$ cat src/isodir_pkg.sv
`timescale 1ns / 1ps
`default_nettype none

package isodir_pkg;

   localparam int unsigned OFFSET_W     = 20;
   localparam int unsigned SECTOR_BYTES = 2048;
   localparam int unsigned SECTOR_BITS  = $clog2(SECTOR_BYTES);
   localparam int unsigned NAME_CHARS   = 16;
   localparam int unsigned NAME_SLOTS   = 16;
   localparam int unsigned NAME_IDX_W   = $clog2(NAME_SLOTS);
   localparam int unsigned CSR_DATA_W   = 64;
   localparam int unsigned NAME_LEN_W   = 5;

   localparam logic [OFFSET_W-1:0] OFFSET_MAX   = '1;
   localparam logic [OFFSET_W-1:0] IDENT_LEN_POS = OFFSET_W'(32);
   localparam logic [OFFSET_W-1:0] IDENT_POS     = OFFSET_W'(33);
   localparam logic [OFFSET_W:0]   WALK_MIN      = (OFFSET_W + 1)'(34);
   localparam logic [8:0]          IDENT_BASE    = 9'd33;
   localparam logic [7:0]          SEMICOLON     = 8'h3B;

   typedef enum logic [1:0] {
      CSR_NAME_LOW  = 2'd0,
      CSR_NAME_HIGH = 2'd1,
      CSR_NAME_LEN  = 2'd2,
      CSR_DIR_LEN   = 2'd3
   } csr_index_type;

   function automatic logic [7:0] to_upper(input logic [7:0] c);
      logic [7:0] r;
      r = c;
      if (c >= 8'h61 && c <= 8'h7A) begin
         r = c - 8'h20;
      end
      return r;
   endfunction

endpackage

`default_nettype wire

$ cat src/isodir_char_match.sv
`timescale 1ns / 1ps
`default_nettype none

module isodir_char_match
   import isodir_pkg::*;
(
   input  wire logic [CSR_DATA_W-1:0] name_low,
   input  wire logic [CSR_DATA_W-1:0] name_high,
   input  wire logic [NAME_LEN_W-1:0] name_length,
   input  wire logic [7:0]            char_index,
   input  wire logic [7:0]            dir_byte,
   output logic                       char_bad
);

   logic [2*CSR_DATA_W-1:0] name_all;
   logic [7:0]              name_char;
   logic                    char_exists;
   logic                    char_needed;

   assign name_all    = {name_high, name_low};
   assign name_char   = name_all[char_index[NAME_IDX_W-1:0]*8 +: 8];
   assign char_exists = (char_index < 8'(NAME_CHARS)) && (char_index < 8'(NAME_SLOTS));
   assign char_needed = char_index < {3'b000, name_length};

   assign char_bad = char_needed &&
                     (!char_exists || (to_upper(name_char) != to_upper(dir_byte)));

endmodule

`default_nettype wire

$ cat src/iso9660_root_dir_name_lookup.sv
`timescale 1ns / 1ps
`default_nettype none

// Channel   | Direction | Beat contents
// req_      | in        | dir_byte, last_byte
// rsp_      | out       | found, file_lba, file_size
// csr_      | in        | write_enable, index, write_data
//
// One directory byte is taken every cycle unless a stalled result holds it; a byte
// producing a result goes through the input register, then the result register.
// Reset is synchronous and clears the handshake state, the walk state and the
// registers written through the csr port.
// A stalled result holds only a byte that produces a result; other bytes go on.

module iso9660_root_dir_name_lookup
   import isodir_pkg::*;
(
   input  wire logic                  clock,
   input  wire logic                  reset,
   input  wire logic                  req_valid,
   output logic                       req_ready,
   input  wire logic [7:0]            req_dir_byte,
   input  wire logic                  req_last_byte,
   output logic                       rsp_valid,
   input  wire logic                  rsp_ready,
   output logic                       rsp_found,
   output logic [31:0]                rsp_file_lba,
   output logic [31:0]                rsp_file_size,
   input  wire logic                  csr_write_enable,
   input  wire logic [1:0]            csr_index,
   input  wire logic [CSR_DATA_W-1:0] csr_write_data
);

   logic [CSR_DATA_W-1:0] name_low_ff, name_high_ff;
   logic [NAME_LEN_W-1:0] name_length_ff;
   logic [OFFSET_W-1:0]   dir_length_ff;

   logic                  in_valid_ff;
   logic [7:0]            in_byte_ff;
   logic                  in_last_ff;

   logic [OFFSET_W-1:0]   byte_offset_ff, byte_offset_in;
   logic [OFFSET_W-1:0]   record_start_ff, record_start_in;
   logic [7:0]            record_length_ff, record_length_in;
   logic [7:0]            ident_length_ff, ident_length_in;
   logic [7:0]            trimmed_length_ff, trimmed_length_in;
   logic [31:0]           extent_lba_ff, extent_lba_in;
   logic [31:0]           extent_size_ff, extent_size_in;
   logic                  semicolon_seen_ff, semicolon_seen_in;
   logic                  char_mismatch_ff, char_mismatch_in;
   logic                  search_done_ff, search_done_in;
   logic                  walk_stopped_ff, walk_stopped_in;

   logic                  rsp_valid_ff;
   logic                  rsp_found_ff;
   logic [31:0]           rsp_lba_ff, rsp_size_ff;

   logic                  produce;
   logic                  res_found;
   logic [31:0]           res_lba, res_size;
   logic                  advance;
   logic                  out_free;
   logic                  char_bad;

   logic [OFFSET_W-1:0]   pos;
   logic                  in_walk;
   logic                  walk_end;
   logic [OFFSET_W-SECTOR_BITS-1:0] sector_index;
   logic [OFFSET_W-1:0]   next_sector;
   logic [1:0]            lane;
   logic [OFFSET_W-1:0]   ident_k;
   logic [OFFSET_W-1:0]   ident_k1;

   isodir_char_match u_char_match (
      .name_low    (name_low_ff),
      .name_high   (name_high_ff),
      .name_length (name_length_ff),
      .char_index  (trimmed_length_ff),
      .dir_byte    (in_byte_ff),
      .char_bad    (char_bad)
   );

   always_ff @(posedge clock) begin
      if (reset) begin
         name_low_ff    <= '0;
         name_high_ff   <= '0;
         name_length_ff <= '0;
         dir_length_ff  <= '0;
      end else if (csr_write_enable) begin
         unique case (csr_index_type'(csr_index))
            CSR_NAME_LOW:  name_low_ff    <= csr_write_data;
            CSR_NAME_HIGH: name_high_ff   <= csr_write_data;
            CSR_NAME_LEN:  name_length_ff <= csr_write_data[NAME_LEN_W-1:0];
            CSR_DIR_LEN:   dir_length_ff  <= csr_write_data[OFFSET_W-1:0];
            default: ;
         endcase
      end
   end

   assign out_free  = !rsp_valid_ff || rsp_ready;
   assign advance   = in_valid_ff && (out_free || !produce);
   assign req_ready = !in_valid_ff || advance;

   always_ff @(posedge clock) begin
      if (reset) begin
         in_valid_ff <= 1'b0;
      end else if (req_ready) begin
         in_valid_ff <= req_valid;
      end
   end

   always_ff @(posedge clock) begin
      if (req_valid && req_ready) begin
         in_byte_ff <= req_dir_byte;
         in_last_ff <= req_last_byte;
      end
   end

   assign pos          = byte_offset_ff - record_start_ff;
   assign in_walk      = !search_done_ff && !walk_stopped_ff &&
                         (byte_offset_ff >= record_start_ff);
   assign walk_end     = ({1'b0, record_start_ff} + WALK_MIN) > {1'b0, dir_length_ff};
   assign sector_index = record_start_ff[OFFSET_W-1:SECTOR_BITS];
   assign next_sector  = {sector_index + 1'b1, {SECTOR_BITS{1'b0}}};
   assign lane         = pos[1:0] - 2'd2;
   assign ident_k      = pos - IDENT_POS;
   assign ident_k1     = pos - IDENT_LEN_POS;

   always_comb begin
      logic       active;
      logic       decide;
      logic [8:0] need;
      logic       fits;
      logic [OFFSET_W:0] next_record;

      active      = 1'b0;
      decide      = 1'b0;
      need        = '0;
      fits        = 1'b0;
      next_record = '0;

      byte_offset_in    = byte_offset_ff;
      record_start_in   = record_start_ff;
      record_length_in  = record_length_ff;
      ident_length_in   = ident_length_ff;
      trimmed_length_in = trimmed_length_ff;
      extent_lba_in     = extent_lba_ff;
      extent_size_in    = extent_size_ff;
      semicolon_seen_in = semicolon_seen_ff;
      char_mismatch_in  = char_mismatch_ff;
      search_done_in    = search_done_ff;
      walk_stopped_in   = walk_stopped_ff;
      produce           = 1'b0;
      res_found         = 1'b0;
      res_lba           = '0;
      res_size          = '0;

      if (in_walk) begin
         active = 1'b1;
         if (pos == '0) begin
            if (walk_end) begin
               walk_stopped_in = 1'b1;
               active          = 1'b0;
            end else if (in_byte_ff == 8'h00) begin
               if (&sector_index) begin
                  walk_stopped_in = 1'b1;
               end else begin
                  record_start_in = next_sector;
               end
               active = 1'b0;
            end else begin
               record_length_in  = in_byte_ff;
               ident_length_in   = '0;
               trimmed_length_in = '0;
               extent_lba_in     = '0;
               extent_size_in    = '0;
               semicolon_seen_in = 1'b0;
               char_mismatch_in  = 1'b0;
            end
         end

         if (active && ({{(OFFSET_W-8){1'b0}}, record_length_in} > pos)) begin
            if (pos >= OFFSET_W'(2) && pos <= OFFSET_W'(5)) begin
               extent_lba_in[lane*8 +: 8] = in_byte_ff;
            end else if (pos >= OFFSET_W'(10) && pos <= OFFSET_W'(13)) begin
               extent_size_in[lane*8 +: 8] = in_byte_ff;
            end else if (pos == IDENT_LEN_POS) begin
               ident_length_in = in_byte_ff;
               decide          = in_byte_ff == 8'h00;
            end else if (pos >= IDENT_POS) begin
               if (ident_k < {{(OFFSET_W-8){1'b0}}, ident_length_ff}) begin
                  if (!semicolon_seen_ff) begin
                     if (in_byte_ff == SEMICOLON) begin
                        semicolon_seen_in = 1'b1;
                     end else begin
                        if (char_bad) begin
                           char_mismatch_in = 1'b1;
                        end
                        if (trimmed_length_ff != 8'hFF) begin
                           trimmed_length_in = trimmed_length_ff + 8'd1;
                        end
                     end
                  end
                  decide = ident_k1 == {{(OFFSET_W-8){1'b0}}, ident_length_ff};
               end
            end

            need = IDENT_BASE + {1'b0, ident_length_in};
            fits = (need <= {1'b0, record_length_in}) &&
                   (({1'b0, record_start_ff} + (OFFSET_W + 1)'(need)) <=
                    {1'b0, dir_length_ff});

            if (decide && fits && !char_mismatch_in &&
                (trimmed_length_in == {3'b000, name_length_ff})) begin
               produce        = 1'b1;
               res_found      = 1'b1;
               res_lba        = extent_lba_in;
               res_size       = extent_size_in;
               search_done_in = 1'b1;
            end

            if (!search_done_in &&
                ((pos + 1'b1) == {{(OFFSET_W-8){1'b0}}, record_length_in})) begin
               next_record = {1'b0, record_start_ff} +
                             {{(OFFSET_W-7){1'b0}}, record_length_in};
               if (next_record[OFFSET_W]) begin
                  walk_stopped_in = 1'b1;
               end else begin
                  record_start_in = next_record[OFFSET_W-1:0];
               end
            end
         end
      end

      if (in_last_ff) begin
         if (!produce && !search_done_in) begin
            produce   = 1'b1;
            res_found = 1'b0;
            res_lba   = '0;
            res_size  = '0;
         end
         byte_offset_in    = '0;
         record_start_in   = '0;
         record_length_in  = '0;
         ident_length_in   = '0;
         trimmed_length_in = '0;
         extent_lba_in     = '0;
         extent_size_in    = '0;
         semicolon_seen_in = 1'b0;
         char_mismatch_in  = 1'b0;
         search_done_in    = 1'b0;
         walk_stopped_in   = 1'b0;
      end else if (byte_offset_ff != OFFSET_MAX) begin
         byte_offset_in = byte_offset_ff + 1'b1;
      end
   end

   always_ff @(posedge clock) begin
      if (reset) begin
         byte_offset_ff    <= '0;
         record_start_ff   <= '0;
         record_length_ff  <= '0;
         ident_length_ff   <= '0;
         trimmed_length_ff <= '0;
         extent_lba_ff     <= '0;
         extent_size_ff    <= '0;
         semicolon_seen_ff <= 1'b0;
         char_mismatch_ff  <= 1'b0;
         search_done_ff    <= 1'b0;
         walk_stopped_ff   <= 1'b0;
      end else if (advance) begin
         byte_offset_ff    <= byte_offset_in;
         record_start_ff   <= record_start_in;
         record_length_ff  <= record_length_in;
         ident_length_ff   <= ident_length_in;
         trimmed_length_ff <= trimmed_length_in;
         extent_lba_ff     <= extent_lba_in;
         extent_size_ff    <= extent_size_in;
         semicolon_seen_ff <= semicolon_seen_in;
         char_mismatch_ff  <= char_mismatch_in;
         search_done_ff    <= search_done_in;
         walk_stopped_ff   <= walk_stopped_in;
      end
   end

   always_ff @(posedge clock) begin
      if (reset) begin
         rsp_valid_ff <= 1'b0;
      end else if (advance && produce) begin
         rsp_valid_ff <= 1'b1;
      end else if (rsp_ready) begin
         rsp_valid_ff <= 1'b0;
      end
   end

   always_ff @(posedge clock) begin
      if (advance && produce) begin
         rsp_found_ff <= res_found;
         rsp_lba_ff   <= res_lba;
         rsp_size_ff  <= res_size;
      end
   end

   assign rsp_valid     = rsp_valid_ff;
   assign rsp_found     = rsp_found_ff;
   assign rsp_file_lba  = rsp_lba_ff;
   assign rsp_file_size = rsp_size_ff;

endmodule

`default_nettype wire

$ cat config.mk
export PLATFORM = sky130hd
export DESIGN_NAME = iso9660_root_dir_name_lookup
export DESIGN_NICKNAME = d
export VERILOG_FILES = /design/src/isodir_pkg.sv /design/src/isodir_char_match.sv /design/src/iso9660_root_dir_name_lookup.sv
export SDC_FILE = /design/constraint.sdc
export NUM_CORES = 1
export LEC_CHECK = 0
export ABC_AREA = 1
export ABC_CLOCK_PERIOD_IN_PS = 12900
export BUFFER_PORTS_ARGS = -buffer_cell sky130_fd_sc_hd__buf_2
export CORE_ASPECT_RATIO = 1.25
export CORE_UTILIZATION = 45
export CTS_CLUSTER_DIAMETER = 150
export DETAILED_ROUTE_END_ITERATION = 10
export GPL_ROUTABILITY_DRIVEN = 0
export PLACE_DENSITY = 0.65
export SETUP_SLACK_MARGIN = 0.2
export SLEW_MARGIN = 20
export SYNTH_ARGS = -nofsm -noshare
export SYNTH_HDL_FRONTEND = slang
export SYNTH_SLANG_ARGS = --single-unit
export TNS_END_PERCENT = 30
$ cat constraint.sdc
create_clock -name clock -period 12.9 [get_ports clock]
set_clock_uncertainty 0.05 [all_clocks]
set_input_delay 2.58 -clock clock [delete_from_list [all_inputs] [get_ports clock]]
set_output_delay 2.58 -clock clock [all_outputs]
set_load 0.005 [all_outputs]
==> results.md <==
| Stage | Parameter | This run |
| --- | --- | --- |
| power | Worst supply voltage drop on vdd | 101.9 µV |
| worst setup path | Critical-path maximum fanout | 8 |
| die | Site row count | 97 |
| cts | Number of clock sinks seen by CTS | 361 |
| synth | Library cells used by synthesis | 58 |
| synth | Number of synthesized flops with an enable pin | 74 |
| cts | Root buf cell | clkbuf_16 |
| synth | Fraction of registers with async set or reset after synthesis | 0 |
| synth | Number of instances in the synthesized netlist | 4010 |
| power | Sequential cell fraction of total power | 0.368 |
| global route | Leftover overflow at the end of global routing | 0 |
| place | Instance area after placement | 26770 µm² |
| drt | DRC viols | 0 |
| sta | Fin. max-slew vios | 0 |
| sta | Ratio of final minimum period to clock period | 0.9198 |
| worst setup path | Slowest cell on the critical path | ha_1 |
| power | Comb pwr share | 0.254 |
| synth | Area share of the leading cell type in the synthesized netlist | 0.2232 |
| sta | Pin slew with the least headroom to its limit | 1.182 ns |
| place | Worst setup slack after placement | 1.229 ns |
| hold path | Hold WC Path Type | reg2reg |
| sta | Achievable frequency | 84.28 MHz |
| sta | Crit path time final | 11.87 ns |
| synth | Yosys warnings | 0 |
| power | Internal power consumption | 2.207 mW |
| cts | Max Buffers Root-to-Sink | 3 |
| cts | Cts bufs inserted | 41 |
| power | Clock network fraction of design power | 0.378 |
| worst setup path | FF-to-FF path depth | 60 |
| die | Number of top-level design ports | 147 |
| synth | Main flop type after synthesis | dfxtp_1 |
| synth | Sequential cell area fraction in the yosys report | 0.3096 |
| drt | Routed length per placed instance | 16.94 µm |
| worst setup path | Minimum setup slack among reg-to-reg paths | 2.31 ns |
| drt | Drt first-iter violations | 2186 |
| power | Switch Pwr | 1.132 mW |
| synth | Synthesized cell area | 25740 µm² |
| cts | TritonCTS clock tree | yes |
| synth | Cell types occupying the most area after synthesis | dfxtp_1, nand2_1, edfxtp_1 |
| run status | Result of the run | completed |
| global route | Global Route Usage Sum | 0.2751 |
| drt | Antenna Violating Nets Remaining | 0 |
| sta | Setup repair after global routing missed its margin | no |
| drt | 1st-pass router iterations | 6 |
| synth | Register bit count reported by yosys | 361 |
| worst setup path | Arrival time at the worst endpoint | 9.24 ns |
| worst setup path | Critical path class | reg2out |
| drt | Routed via count | 26000 |
| sta | Final WS setup | 1.035 ns |
| worst setup path | Type of origin of the critical path | register |
| die | Die Y-Extent | 269.4 µm |
| power | Power per unit of standard cell area | 118.1 nW/µm² |
| die | Effective utilization at floorplan | 0.4570 |
| place | DP HPWL | 58.59 mm |
| global route | Initial antenna violation count | 0 |
| power | Standby leakage power | 12.10 nW |
| synth | Synth area leader | dfxtp_1 |
| worst setup path | Launching element of the worst setup path | record_start_ff[10] |
| drt | Total Wirelength | 81.72 mm |
| die | Total core area | 56310 µm² |
| worst setup path | Crit-path most repeated cell | nand2_1 |
| worst setup path | Required @ worst endpoint | 10.27 ns |
| final layout | Count of fill cells added during filler insertion | 6001 |
| sta | Max_slew headroom | 0.2015 |
| power | Share of total power consumed by net switching | 0.3390 |
| final layout | Area growth, synth to finish | 9.878% |
| cts | Clock slew at reported path FFs | 0.06 ns |
| global route | Pin count of the biggest net entering global routing | 114 |
| sta | Setup TNS | 0 ns |
| synth | Most used standard cell by instance count after synthesis | nand2_1 |
| final layout | ANT cells | 0 |
| drt | Via/cell ratio | 5.390 |
| cts | Maximum level of the CTS H-tree | 2 |
| sta | # setup viols final | 0 |
| die | Die footprint | 58160 µm² |
| synth | Mean Syn Cell Area | 6.418 µm² |
| final layout | Share of post-route cells with drive strength above 1 | 0.09383 |
| global route | Wire length of the first global-routing pass | 128.8 mm |
| sta | Fin. Hold Viols | 0 |
| global route | Via count of the first global-routing pass | 23770 |
| cts | Clock latency on the worst-skew pair | 0.58 ns |
| final layout | Summed area of non-filler cells in the final layout | 28280 µm² |
| worst setup path | Endpoint of the worst setup timing path | req_ready |
| worst setup path | Kind of end point of the critical path | primary output |
| synth | Post-Syn Nets | 4215 |
| final layout | Final net count | 4255 |
| worst setup path | Critical register-to-register path startpoint | record_start_ff[10] |
| worst setup path | Highest cell delay on the worst timing path | 0.52 ns |
| run | Number of violations of the max-capacitance limit | 0 |
| synth | Most numerous cell types in the synthesized netlist | nand2_1, inv_1, nor2_1 |
| worst setup path | RR Endpoint | rsp_file_lba[21] |
| place | Count of buffers from port buffering | 146 |
| die | Horizontal extent of the die | 215.9 µm |
## power groups by stage
| stage | Combinational (mW) | Clock [mW] | Sequential [mW] |
|---|---|---|---|
| 2_1_floorplan | 0.628 | 0 | 1.24 |
| 3_3_place_gp | 0.832 | 0 | 1.25 |
| 3_5_place_dp | 0.836 | 0 | 1.25 |
| 4_1_cts | 0.840 | 1.28 | 1.23 |
| 5_1_grt | 0.956 | 1.33 | 1.23 |
| 6_report | 0.849 | 1.26 | 1.23 |
## kinds of logic (layout without fill, tap and decap cells)
| logic type | Yosys count | in the layout | share of synthesized area |
|---|---|---|---|
| multiplexers | 1 | 1 | 0.0003889 |
| buffers and inverters | 655 | 727 | 0.1032 |
| AO/OA/AOI/OAI | 808 | 808 | 0.1677 |
| flip-flops | 361 | 361 | 0.3096 |
| XOR/XNOR | 107 | 107 | 0.03641 |
| AND/OR/NAND/NOR | 1953 | 1953 | 0.3211 |
| adder cells (fa/ha/maj) | 125 | 125 | 0.06164 |
## critical path: cells and delay by family, from the launching register on
family,cells,cell delay [ns]
buffers and inverters,6,0.95
AOI/OAI and AO/OA,13,2.21
adders and majority gates,4,1.41
DFF,1,0.49
xor gates and xnor gates,2,0.33
and+or+nand+nor,28,3.29
## through the flow
step                      std cells  hold slack (ns)    util  power [mW]
final                          4824           0.3954  0.5022       3.338
after global routing           4824           0.4124  0.5022       3.516
after CTS                      4821           0.3972  0.5013       3.350
after detailed placement       4746           0.3867  0.4754       2.088
after global placement         4746           0.3814  0.4754       2.083
after floorplan                4010           0.3700       -       1.866
## registers in the layout, summed over array words and instances (netlist names), 5 cells and up
signal	cells
name_high_ff	64
name_low_ff	64
extent_lba_ff	32
extent_size_ff	32
rsp_file_lba	32
rsp_file_size	32
byte_offset_ff	20
dir_length_ff	20
record_start_ff	20
ident_length_ff	8
in_byte_ff	8
record_length_ff	8
trimmed_length_ff	8
name_length_ff	5
## cells in the final DEF, fill, tap and decap left out, types with 30 or more instances in the layout
cell	synthesis	final
nor2_1	413	412
edfxtp_1	74	74
nand4_1	49	49
clkbuf_16	0	43
nand2_1	1082	1082
dfxtp_1	287	285
xor2_1	94	94
buf_4	15	30
a21oi_1	371	371
o21ai_0	339	336
nor3_1	47	44
buf_2	19	145
inv_1	454	449
nand2_2	34	34
nand3_1	254	252
ha_1	122	122
## how the worst min path moves through the flow
stage,startpoint,to,slack (ns),depth (start not counted)
after floorplan,name_high_ff[2],name_high_ff[2],0.37,2
after global placement,name_high_ff[5],name_high_ff[5],0.38,2
after detailed placement,name_high_ff[18],name_high_ff[18],0.39,2
after CTS,name_high_ff[55],name_high_ff[55],0.40,2
after global routing,name_high_ff[55],name_high_ff[55],0.41,2
final,name_high_ff[38],name_high_ff[38],0.40,2
## metal layers
metal  global-route usage  up-vias  share of wire
met4               0.1119        0          0.042
met2               0.4691      869           0.47
met5                    0        -              0
met1               0.3522    11870           0.42
li1                     -    13080              -
met3              0.03012      179          0.063
## area by class of cell
| cell class | instances | area (µm²) | share of cell area |
|---|---|---|---|
| clock inverter | 20 | 275.3 | 0.009734 |
| clock buffer | 55 | 1182 | 0.04181 |
| sequential | 361 | 7970 | 0.2818 |
| inverter | 476 | 1795 | 0.06349 |
| multi-input combinational | 2994 | 15160 | 0.5361 |
| tap | 742 | 928.4 | 0.03283 |
| timing repair buffer | 176 | 965.9 | 0.03416 |
## repair_timing
action                     in CTS  in global routing
setup endpoints to repair       0                  1
hold buffers                    0                  0
resized for setup               0                 10
buffers inserted                0                  3
Note: power is estimated with default switching activity, not from simulation.
